`src/rtl/core/elrb_pkg.sv`:
```
// ============================================================================
// elrb_pkg
// Shared types and constants for the event log ring buffer: command codes,
// controller states, field widths and the controller/datapath interface.
// ============================================================================
package elrb_pkg;

    localparam int LOG_DEPTH_DEF = 16;
    localparam int CMD_W         = 2;
    localparam int KIND_W        = 8;
    localparam int TS_W          = 64;
    localparam int WANT_W        = 8;
    localparam int PEND_W        = 5;
    localparam int DROP_W        = 64;

    typedef enum logic [CMD_W-1:0] {
        CMD_APPEND  = 2'd0,
        CMD_EXTRACT = 2'd1,
        CMD_START   = 2'd2,
        CMD_STOP    = 2'd3
    } cmd_t;

    typedef enum logic {
        ST_IDLE = 1'b0,
        ST_EMIT = 1'b1
    } state_t;

    // controller to datapath
    typedef struct packed {
        logic accept;
        logic do_append;
        logic do_extract;
        logic do_start;
        logic do_stop;
        logic put_single;
        logic single_err;
        logic put_entry;
        logic pop_out;
    } ctl_t;

    // datapath to controller
    typedef struct packed {
        logic running;
        logic take_zero;
        logic last_entry;
        logic out_busy;
    } sts_t;

endpackage

```
`src/rtl/core/elrb_ctrl.sv`:
```
// ============================================================================
// elrb_ctrl
// Request decode and extraction sequencing for the event log ring buffer.
// ============================================================================
module elrb_ctrl
(
    input  logic                           clk,
    input  logic                           rst_n,
    input  logic                           in_valid,
    input  logic [elrb_pkg::CMD_W-1:0]     command,
    input  logic                           out_stall,
    input  elrb_pkg::sts_t                 sts,
    output logic                           in_stall,
    output elrb_pkg::ctl_t                 ctl
);

    elrb_pkg::state_t state_reg;
    elrb_pkg::state_t state_next;
    elrb_pkg::cmd_t   cmd;
    logic             slot_free;

    always_ff @(posedge clk or negedge rst_n)
    begin
        if (!rst_n)
        begin
            state_reg <= elrb_pkg::ST_IDLE;
        end
        else
        begin
            state_reg <= state_next;
        end
    end

    always_comb
    begin
        cmd        = elrb_pkg::cmd_t'(command);
        slot_free  = !sts.out_busy || !out_stall;
        state_next = state_reg;
        ctl        = '0;
        ctl.pop_out = sts.out_busy && !out_stall;
        in_stall   = 1'b1;

        unique case (state_reg)
            elrb_pkg::ST_IDLE:
            begin
                in_stall   = !slot_free;
                ctl.accept = in_valid && slot_free;
                if (ctl.accept)
                begin
                    unique case (cmd)
                        elrb_pkg::CMD_APPEND:
                        begin
                            ctl.do_append  = sts.running;
                            ctl.put_single = 1'b1;
                            ctl.single_err = !sts.running;
                        end
                        elrb_pkg::CMD_EXTRACT:
                        begin
                            if (!sts.running || sts.take_zero)
                            begin
                                ctl.put_single = 1'b1;
                                ctl.single_err = !sts.running;
                            end
                            else
                            begin
                                ctl.do_extract = 1'b1;
                                state_next     = elrb_pkg::ST_EMIT;
                            end
                        end
                        elrb_pkg::CMD_START:
                        begin
                            // start is ignored while already running
                            ctl.do_start   = !sts.running;
                            ctl.put_single = 1'b1;
                        end
                        elrb_pkg::CMD_STOP:
                        begin
                            ctl.do_stop    = sts.running;
                            ctl.put_single = 1'b1;
                            ctl.single_err = !sts.running;
                        end
                        default:
                        begin
                            ctl.put_single = 1'b1;
                        end
                    endcase
                end
            end
            elrb_pkg::ST_EMIT:
            begin
                if (slot_free)
                begin
                    ctl.put_entry = 1'b1;
                    if (sts.last_entry)
                    begin
                        state_next = elrb_pkg::ST_IDLE;
                    end
                end
            end
            default:
            begin
                state_next = elrb_pkg::ST_IDLE;
            end
        endcase
    end

endmodule

```
`src/rtl/core/elrb_dpath.sv`:
```
// ============================================================================
// elrb_dpath
// Entry store, head/count/drop registers, read pointer and result register
// of the event log ring buffer.
// ============================================================================
module elrb_dpath
#(
    parameter int LOG_DEPTH = elrb_pkg::LOG_DEPTH_DEF
)
(
    input  logic                          clk,
    input  logic                          rst_n,
    input  elrb_pkg::ctl_t                ctl,
    input  logic [elrb_pkg::KIND_W-1:0]   event_type,
    input  logic [elrb_pkg::TS_W-1:0]     event_time,
    input  logic [elrb_pkg::WANT_W-1:0]   max_entries,
    output elrb_pkg::sts_t                sts,
    output logic                          out_valid,
    output logic                          status,
    output logic                          entry_valid,
    output logic [elrb_pkg::TS_W-1:0]     entry_timestamp,
    output logic [elrb_pkg::KIND_W-1:0]   entry_kind,
    output logic [elrb_pkg::PEND_W-1:0]   pending_count,
    output logic [elrb_pkg::DROP_W-1:0]   dropped_total,
    output logic                          last
);

    localparam int IDX_W = (LOG_DEPTH > 1) ? $clog2(LOG_DEPTH) : 1;
    localparam int CNT_W = $clog2(LOG_DEPTH + 1);
    localparam int SUM_W = CNT_W + 1;

    logic [elrb_pkg::TS_W-1:0]   time_mem [LOG_DEPTH];
    logic [elrb_pkg::KIND_W-1:0] kind_mem [LOG_DEPTH];

    logic [IDX_W-1:0]              head_reg,   head_next;
    logic [CNT_W-1:0]              held_reg,   held_next;
    logic [elrb_pkg::DROP_W-1:0]   drop_reg,   drop_next;
    logic                          run_reg,    run_next;
    logic [IDX_W-1:0]              rd_ptr_reg, rd_ptr_next;
    logic [CNT_W-1:0]              remain_reg, remain_next;
    logic                          out_valid_reg, out_valid_next;

    logic                          status_reg;
    logic                          ev_reg;
    logic [elrb_pkg::TS_W-1:0]     ts_reg;
    logic [elrb_pkg::KIND_W-1:0]   kind_reg;
    logic                          last_reg;

    logic [elrb_pkg::WANT_W-1:0]   held_w;
    logic [elrb_pkg::WANT_W-1:0]   take_w;
    logic [CNT_W-1:0]              take;
    logic [SUM_W-1:0]              tail_sum;
    logic [IDX_W-1:0]              tail;

    // oldest entry and number of entries this extract takes
    always_comb
    begin
        held_w   = elrb_pkg::WANT_W'(held_reg);
        take_w   = (max_entries < held_w) ? max_entries : held_w;
        take     = CNT_W'(take_w);
        tail_sum = SUM_W'(head_reg) + SUM_W'(LOG_DEPTH) - SUM_W'(held_reg);
        if (tail_sum >= SUM_W'(LOG_DEPTH))
        begin
            tail_sum = tail_sum - SUM_W'(LOG_DEPTH);
        end
        tail = IDX_W'(tail_sum);
    end

    always_comb
    begin
        head_next      = head_reg;
        held_next      = held_reg;
        drop_next      = drop_reg;
        run_next       = run_reg;
        rd_ptr_next    = rd_ptr_reg;
        remain_next    = remain_reg;
        out_valid_next = out_valid_reg;

        if (ctl.do_append)
        begin
            head_next = (head_reg == IDX_W'(LOG_DEPTH - 1)) ? '0 : head_reg + IDX_W'(1);
            if (held_reg == CNT_W'(LOG_DEPTH))
            begin
                drop_next = drop_reg + elrb_pkg::DROP_W'(1);
            end
            else
            begin
                held_next = held_reg + CNT_W'(1);
            end
        end

        if (ctl.do_extract)
        begin
            held_next   = held_reg - take;
            rd_ptr_next = tail;
            remain_next = take;
        end

        if (ctl.put_entry)
        begin
            rd_ptr_next = (rd_ptr_reg == IDX_W'(LOG_DEPTH - 1)) ? '0
                                                               : rd_ptr_reg + IDX_W'(1);
            remain_next = remain_reg - CNT_W'(1);
        end

        if (ctl.do_start)
        begin
            head_next = '0;
            held_next = '0;
            drop_next = '0;
            run_next  = 1'b1;
        end

        if (ctl.do_stop)
        begin
            run_next = 1'b0;
        end

        if (ctl.put_single || ctl.put_entry)
        begin
            out_valid_next = 1'b1;
        end
        else if (ctl.pop_out)
        begin
            out_valid_next = 1'b0;
        end
    end

    always_ff @(posedge clk or negedge rst_n)
    begin
        if (!rst_n)
        begin
            head_reg      <= '0;
            held_reg      <= '0;
            drop_reg      <= '0;
            run_reg       <= 1'b0;
            rd_ptr_reg    <= '0;
            remain_reg    <= '0;
            out_valid_reg <= 1'b0;
        end
        else
        begin
            head_reg      <= head_next;
            held_reg      <= held_next;
            drop_reg      <= drop_next;
            run_reg       <= run_next;
            rd_ptr_reg    <= rd_ptr_next;
            remain_reg    <= remain_next;
            out_valid_reg <= out_valid_next;
        end
    end

    // entry store and result payload, registered read
    always_ff @(posedge clk)
    begin
        if (ctl.do_append)
        begin
            time_mem[head_reg] <= event_time;
            kind_mem[head_reg] <= event_type;
        end
        if (ctl.put_single)
        begin
            status_reg <= ctl.single_err;
            ev_reg     <= 1'b0;
            ts_reg     <= '0;
            kind_reg   <= '0;
            last_reg   <= 1'b1;
        end
        else if (ctl.put_entry)
        begin
            status_reg <= 1'b0;
            ev_reg     <= 1'b1;
            ts_reg     <= time_mem[rd_ptr_reg];
            kind_reg   <= kind_mem[rd_ptr_reg];
            last_reg   <= (remain_reg == CNT_W'(1));
        end
    end

    always_comb
    begin
        sts.running     = run_reg;
        sts.take_zero   = (take == '0);
        sts.last_entry  = (remain_reg == CNT_W'(1));
        sts.out_busy    = out_valid_reg;
    end

    assign out_valid       = out_valid_reg;
    assign status          = status_reg;
    assign entry_valid     = ev_reg;
    assign entry_timestamp = ts_reg;
    assign entry_kind      = kind_reg;
    assign last            = last_reg;
    assign pending_count   = run_reg ? elrb_pkg::PEND_W'(held_reg) : '0;
    assign dropped_total   = drop_reg;

endmodule

```
`src/rtl/core/event_log_ring_buffer.sv`:
```
// ============================================================================
// event_log_ring_buffer
// Timestamped event log in a circular store that overwrites the oldest entry
// when full, with start, stop, append and extract requests.
// ============================================================================
// usage
//   input channel: in_valid/in_stall with command, event_type, event_time
//   and max_entries; output channel: out_valid/out_stall with one result per
//   handshake, last marks the final result of a request
//   append, start and stop give one result, in the cycle after acceptance
//   extract gives one result per removed entry, oldest first, one per cycle
//   unless the output stalls, from the registered read of the entry store,
//   the first one after the read pointer is loaded; an extract that removes
//   nothing (or any request on a stopped log) gives one result in the cycle
//   after acceptance; throughput: one request per cycle for single-result
//   requests unless the output stalls; an extract holds the input while the
//   store's single read port streams the entries out
//   pending_count and dropped_total reflect the state after the request
//   a new request is taken in the cycle its predecessor's last result
//   leaves the output register, so back-to-back requests overlap
//   stalling the output holds the result register and the request input
//   reset clears the log to stopped and empty; entry contents are not
//   cleared and become readable only after being appended again
// ============================================================================
module event_log_ring_buffer
#(
    parameter int LOG_DEPTH = elrb_pkg::LOG_DEPTH_DEF
)
(
    input  logic                          clk,
    input  logic                          rst_n,
    input  logic                          in_valid,
    output logic                          in_stall,
    input  logic [elrb_pkg::CMD_W-1:0]    command,
    input  logic [elrb_pkg::KIND_W-1:0]   event_type,
    input  logic [elrb_pkg::TS_W-1:0]     event_time,
    input  logic [elrb_pkg::WANT_W-1:0]   max_entries,
    output logic                          out_valid,
    input  logic                          out_stall,
    output logic                          status,
    output logic                          entry_valid,
    output logic [elrb_pkg::TS_W-1:0]     entry_timestamp,
    output logic [elrb_pkg::KIND_W-1:0]   entry_kind,
    output logic [elrb_pkg::PEND_W-1:0]   pending_count,
    output logic [elrb_pkg::DROP_W-1:0]   dropped_total,
    output logic                          last
);

    elrb_pkg::ctl_t ctl;
    elrb_pkg::sts_t sts;

    // request decode and extraction sequencing
    elrb_ctrl u_ctrl
    (
        .clk       (clk),
        .rst_n     (rst_n),
        .in_valid  (in_valid),
        .command   (command),
        .out_stall (out_stall),
        .sts       (sts),
        .in_stall  (in_stall),
        .ctl       (ctl)
    );

    // entry store, counters and result register
    elrb_dpath
    #(
        .LOG_DEPTH (LOG_DEPTH)
    )
    u_dpath
    (
        .clk             (clk),
        .rst_n           (rst_n),
        .ctl             (ctl),
        .event_type      (event_type),
        .event_time      (event_time),
        .max_entries     (max_entries),
        .sts             (sts),
        .out_valid       (out_valid),
        .status          (status),
        .entry_valid     (entry_valid),
        .entry_timestamp (entry_timestamp),
        .entry_kind      (entry_kind),
        .pending_count   (pending_count),
        .dropped_total   (dropped_total),
        .last            (last)
    );

    // a request is only taken when the result register can take its result
    a_accept_slot_free: assert property (@(posedge clk) disable iff (!rst_n)
        (in_valid && !in_stall) |-> (!out_valid || !out_stall))
        else $error("request accepted while result register blocked");

    // no request is taken while an extraction streams entries
    a_no_accept_in_emit: assert property (@(posedge clk) disable iff (!rst_n)
        ctl.put_entry |-> !ctl.accept)
        else $error("request accepted during extraction");

    // a non-final extracted entry that leaves is followed by the next entry
    a_entry_stream: assert property (@(posedge clk) disable iff (!rst_n)
        (out_valid && !out_stall && entry_valid && !last) |=> (out_valid && entry_valid))
        else $error("extraction stream broken");

    // a not-started error result always reports an empty log
    a_err_empty: assert property (@(posedge clk) disable iff (!rst_n)
        (out_valid && status) |-> (pending_count == '0 && !entry_valid))
        else $error("error result with pending entries");

endmodule

```
`config.mk`:
```
export PLATFORM = sky130hd
export DESIGN_NAME = event_log_ring_buffer
export DESIGN_NICKNAME = d
export VERILOG_FILES = /design/src/rtl/core/elrb_pkg.sv /design/src/rtl/core/elrb_ctrl.sv /design/src/rtl/core/elrb_dpath.sv /design/src/rtl/core/event_log_ring_buffer.sv
export SDC_FILE = /design/constraint.sdc
export NUM_CORES = 2
export LEC_CHECK = 0
export ABC_CLOCK_PERIOD_IN_PS = 9300
export BUFFER_PORTS_ARGS = -buffer_cell sky130_fd_sc_hd__buf_2
export CAP_MARGIN = 25
export CORE_MARGIN = 8
export CORE_UTILIZATION = 66
export DETAILED_ROUTE_END_ITERATION = 16
export PLACE_DENSITY = 0.87
export SLEW_MARGIN = 30
export SYNTH_ARGS = -nofsm -noshare
export SYNTH_HDL_FRONTEND = slang
export SYNTH_SLANG_ARGS = --single-unit
```
`constraint.sdc`:
```
create_clock -name clk -period 9.3 [get_ports clk]
set_input_delay 2.79 -clock clk [delete_from_list [all_inputs] [get_ports clk]]
set_output_delay 2.79 -clock clk [all_outputs]
set_load 0.02 [all_outputs]
```
# Yosys cells after proc, flatten, opt, wreduce, memory -nomap -nowiden
# Memories as Yosys holds them, arrays and structs flattened. A register that Yosys moved wholly into a read port is not among the register bits.
# Index checks and enable logic that the tools add are counted.
[classes]
add_sub_neg = 9
n_mul = 0
n_div = 0
n_lt_le_gt_ge = 2
eq_ne = 8
shift = 0
n_mux = 43
bitwise_logic = 1
n_reduce_logical = 22
[op_table]
columns = ["operator", "n"]
rows = [
  ["$mux 64", 3],
  ["$add 64x1->64 const B", 1],
  ["$mux 5", 8],
  ["$mux 4", 7],
  ["$mux 1", 19],
  ["$mux 6", 2],
  ["$reduce_bool 2->1", 6],
  ["$add 4x1->4 const B", 2],
  ["$eq 4x4->1 const B", 2],
  ["$lt 8x5->1", 1],
  ["$add 4x5->6 const B", 1],
  ["$ge 6x5->1 const B", 1],
  ["$pmux 1 s2", 3],
  ["$sub 6x5->6", 1],
  ["$add 5x1->5 const B", 1],
  ["$eq 5x1->1 const B", 1],
  ["$eq 5x5->1 const B", 1],
  ["$logic_not 5->1", 1],
  ["$sub 5x1->5 const B", 1],
  ["$sub 5x5->5", 1],
  ["$eq 2x2->1 const B", 2],
  ["$logic_not 1->1", 4],
  ["$reduce_and 2->1", 2],
  ["$sub 4x1->4 const B", 1],
  ["10 further kinds", 13],
]
[word_totals]
ff_bits = 88
latch_bits = 0
ramBits = 1152
romBits = 0
in_bits = 86
output_inout_bits = 146
elab_cells = 98
memories = 2
[mem_list]
columns = ["memory", "words", "word_bits", "rd", "rd_clocked_by_memory_dff", "write_ports", "line", "text"]
rows = [
  ["u_dpath.time_mem", 16, 64, 1, 1, 1, "elrb_dpath.sv:32", "logic [elrb_pkg::TS_W-1:0] time_mem [LOG_DEPTH];"],
  ["u_dpath.kind_mem", 16, 8, 1, 1, 1, "elrb_dpath.sv:33", "logic [elrb_pkg::KIND_W-1:0] kind_mem [LOG_DEPTH];"],
]

# Logic depth before layout (Yosys ltp)
[logic_depth]
word_depth = 11
ltp_mapped = 17
depth_no_buf = 16

# Cells and area by module
# A second synthesis with hierarchy kept.
[unflattened]
hier_cells = 2472
hier_area_um2 = 51159.1
[by_module_without_submodules]
columns = ["module", "instances", "cells_per_inst", "area_each_um2", "seq_area_each_um2"]
rows = [
  ["elrb_dpath", 1, 2444, 50926.3, 38206.6],
  ["elrb_ctrl", 1, 28, 232.7, 25.0],
]

# Worst setup path before layout
# OpenSTA, ideal clock, no wires.
[synth_path]
path_kind = "input -> output"
from = "input port out_stall"
to = "output port in_stall"
arrival_ps = 3198
required_ps = 6510
setup_slack_ps = 3312
stages = 2
n_path_buf = 0
cell_sequence = "a21oi_2 inv_1"
[synth_between]
elab_chain_cells = 4
[synth_rtl]
columns = ["element", "line", "text"]
rows = [
  ["start: declaration", "event_log_ring_buffer.sv:39", "input logic out_stall,"],
  ["$logic_not 1->1", "elrb_ctrl.sv:37", "slot_free = !sts.out_busy || !out_stall;"],
  ["$logic_or 1x1->1", "elrb_ctrl.sv:37", ""],
  ["$logic_not 1->1", "elrb_ctrl.sv:46", "in_stall = !slot_free;"],
  ["$mux 1", "elrb_ctrl.sv:43", "unique case (state_reg)"],
  ["end: declaration", "event_log_ring_buffer.sv:33", "output logic in_stall,"],
]
# No other way between the ends.

# Worst setup path after layout
# Same ends and word-level chain as after synthesis.

==> results.md <==
- Remaining global-route overflow: 0
- Routed len/inst: ~34 µm
- IO Port Bufs: 231
- DRT Pass-1 Iters: 6
- Crit path DAT: 3.47 ns
- Die Area: around 86000 µm²
- Area Overhead vs Synth: 12.5%
- Fin nets: 2855
- First-pass GRT wire length: about 190 mm
- Vias per cell: roughly 7.1
- WS Path Type: input pin to primary output
- Fin cells: roughly 4k
- Max Clock Skew: between 0.03 and 0.04 ns
- Synth area leader: edfxtp_1
- Inst Count DP: approximately 3.6k
- CP max FO: 6
- Synth Cell Area: between 50000 and 60000 µm²
- Share of cells above drive strength 1: 29.9%
- Final antenna-violating net count: 0
- Gr usage total: a little under a third
- Routability congestion estimate: 0.866
- Minimum clock period: between 6 and 7 ns
- Final setup vio count: 0
- Via count: 27.7k
- Iteration-0 DRC Markers: around 3.9k
- Die H: a little under 300 µm
- CP startpoint kind: input pin
- Final Max Tran Viols: 0
- Root buf cell: clkbuf_16
- Final total power: 15.8 mW
- CTS clk-pin slew, worst paths: 0.06 ns
- Worst-Skew Late Latency: between 0.7 and 0.8 ns
- Cell count after synthesis: 2480
- Final wirelength: approximately 130 mm
- Final hold vios: 0
- Pin count of the biggest net entering global routing: ~170
- Critical Path Sink Type: primary output
- Ys async rst share: roughly 6.5%
- Fmax: 0.160 GHz
- Ys Warns: 0
- Largest regs: u_dpath.time_mem (1024), u_dpath.kind_mem (128)
- Clock Tree Buf Depth: 3
- RSZ-0062 raised after global routing: no
- Leakage: a little under 20 nW
- PwrDens: between 200 and 300 nW/µm²
- Post-synthesis sequential area ratio: between 70 and 80%
- Hold Buf Count CTS: 0
- PostCTS Resize Cnt: 0
- Place WS: ~3 ns
- Largest register FFs: approximately 1.0k
- Worst VDD drop: ~230 µV
- Final worst setup slack: ~3 ns
- Flop and latch count out of synthesis: between 1k and 1.5k
- CTS tree: done
- Final period util: around two thirds
- Post-synth EDFFs: about 1.2k
- Status: completed
- Final HPWL DP: 65.1 mm
- IO Count: 232
- Num Clock Sinks: ~1.3k
- Syn nets: about 2.6k
- Worst min path class: flop to flop
- Post-Syn Area per Cell: about 20 µm²
- Maxcap violations: 0
- Most common cell after layout, fill and taps aside: edfxtp_1
- Postcts setup bufs: 0
- Cts bufs inserted: 120
- Core area: 76100 µm²
- Die width: ~290 µm
- CTS H-Tree Depth: 3
- Post-synth top area share: 68.2%
- Most frequent cells in the layout: edfxtp_1 (1153), mux4_2 (360), buf_2 (230)
- Setup_tns: 0 ns
- Required @ worst endpoint: 6.51 ns
- Slew HR: 28.6%
- Initial core utilization: 66.7%
- Synth area leaders: edfxtp_1 (68%), mux4_2 (16%), dfrtp_1 (4.2%)
- Biggest register: u_dpath.time_mem
- Yosys cell types: 58
- Initial antenna violation count: 28
- Hold slack final: roughly 0.45 ns
- Slew @ Worst Pin: around 1.1 ns
- Ys flop type: edfxtp_1
- # rows: 101
- Drt drc: 0
- Vias in the first global route: between 20k and 30k
==> area by class of cell <==
type	count	area, µm²
Antenna cell	19	47.5
Multi-Input combinational cell	1020	12000
Inverter	26	103
Fill cell	3849	19000
Clock buffer	153	3210
Clock inverter	76	714
Tap cell	1030	1290
Sequential cell	1312	38200
Timing Repair Buffer	263	1510
==> routing by layer <==
layer  routed length (µm)  global-route usage (%)  part of all wire (%)  vias to the layer above
met4                 5290                    13.6                   3.9                       16
met5                  105                       0                 0.078                        -
met2                68300                    50.8                    51                     2470
met3                14800                    7.28                    11                      361
met1                45900                    39.5                    34                    14242
li1                     -                       -                     -                    10610
==> kinds of logic after synthesis <==
family	synth area share, %
muxes	16.0
and+or+nand+nor	3.94
buffers and inverters	1.21
adders and majority gates	0.671
AOI/OAI and AO/OA	1.75
xor gates and xnor gates	1.04
DFF	75.4
==> path summary, 6_finish.rpt <==
path,startpoint,endpoint,slack [ns],cells past startpoint
max,out_stall,in_stall,3.04,4
min,u_dpath.entry_timestamp[51]$_SDFFE_PP0P_,u_dpath.entry_timestamp[51]$_SDFFE_PP0P_,0.45,2
max reg2reg,u_dpath.held_reg[4]$_DFFE_PN0P_,u_dpath.held_reg[4]$_DFFE_PN0P_,4.96,16
min reg2reg,u_dpath.entry_timestamp[51]$_SDFFE_PP0P_,u_dpath.entry_timestamp[51]$_SDFFE_PP0P_,0.45,2
max in group asynchronous,rst_n,u_dpath.rd_ptr_reg[2]$_DFFE_PN0P_,6.10,2
min in group asynchronous,rst_n,u_dpath.dropped_total[13]$_DFFE_PN0P_,1.99,1
==> per-stage QoR <==
step                      utilization [%]  cell area (µm²)
after CTS                            74.8            56900
after global routing                 75.0            57100
after floorplan                         -            50700
after detailed placement             69.7            53000
final                                75.0            57100
after global placement               69.7            53000
==> synthesized netlist by cell type, types with 2 or more instances <==
cell and count:
edfxtp_1 1153, mux4_2 360, nand2_1 184, a21oi_1 98, nor2_1 91, dfrtp_1 85
dfxtp_1 74, clkbuf_1 62, buf_2 35, xor2_1 35, nand3_1 31, inv_1 26
and2_1 25, xnor2_1 25, ha_1 24, buf_1 22, nand4_1 20, o21ai_0 19
and3_1 15, nor3_1 13, a211oi_1 9, or3_1 8, nand2b_1 6, a21o_1 5
a311oi_1 4, nor3_2 4, a31oi_1 3, and4_1 3, a211o_1 2, a31o_1 2
buf_4 2, fa_1 2, mux2i_1 2, nand2_2 2, nand4_2 2, nor2b_1 2
nor4_1 2, nor4_2 2, nor4b_4 2
==> power by group <==
| part | internal [mW] | total, mW | switching (mW) | leakage (nW) |
|---|---|---|---|---|
| combinational | 1.78 | 3.85 | 2.07 | 5.16 |
| clock | 2.76 | 5.03 | 2.27 | 1.92 |
| sequential | 6.61 | 6.87 | 0.264 | 12.1 |
==> worst max-delay path, cell delays in order <==
cell and delay [ns]:
buf_2 0.14, a21oi_2 0.31, inv_1 0.07, buf_2 0.16
(Power assumes the default switching activity.)
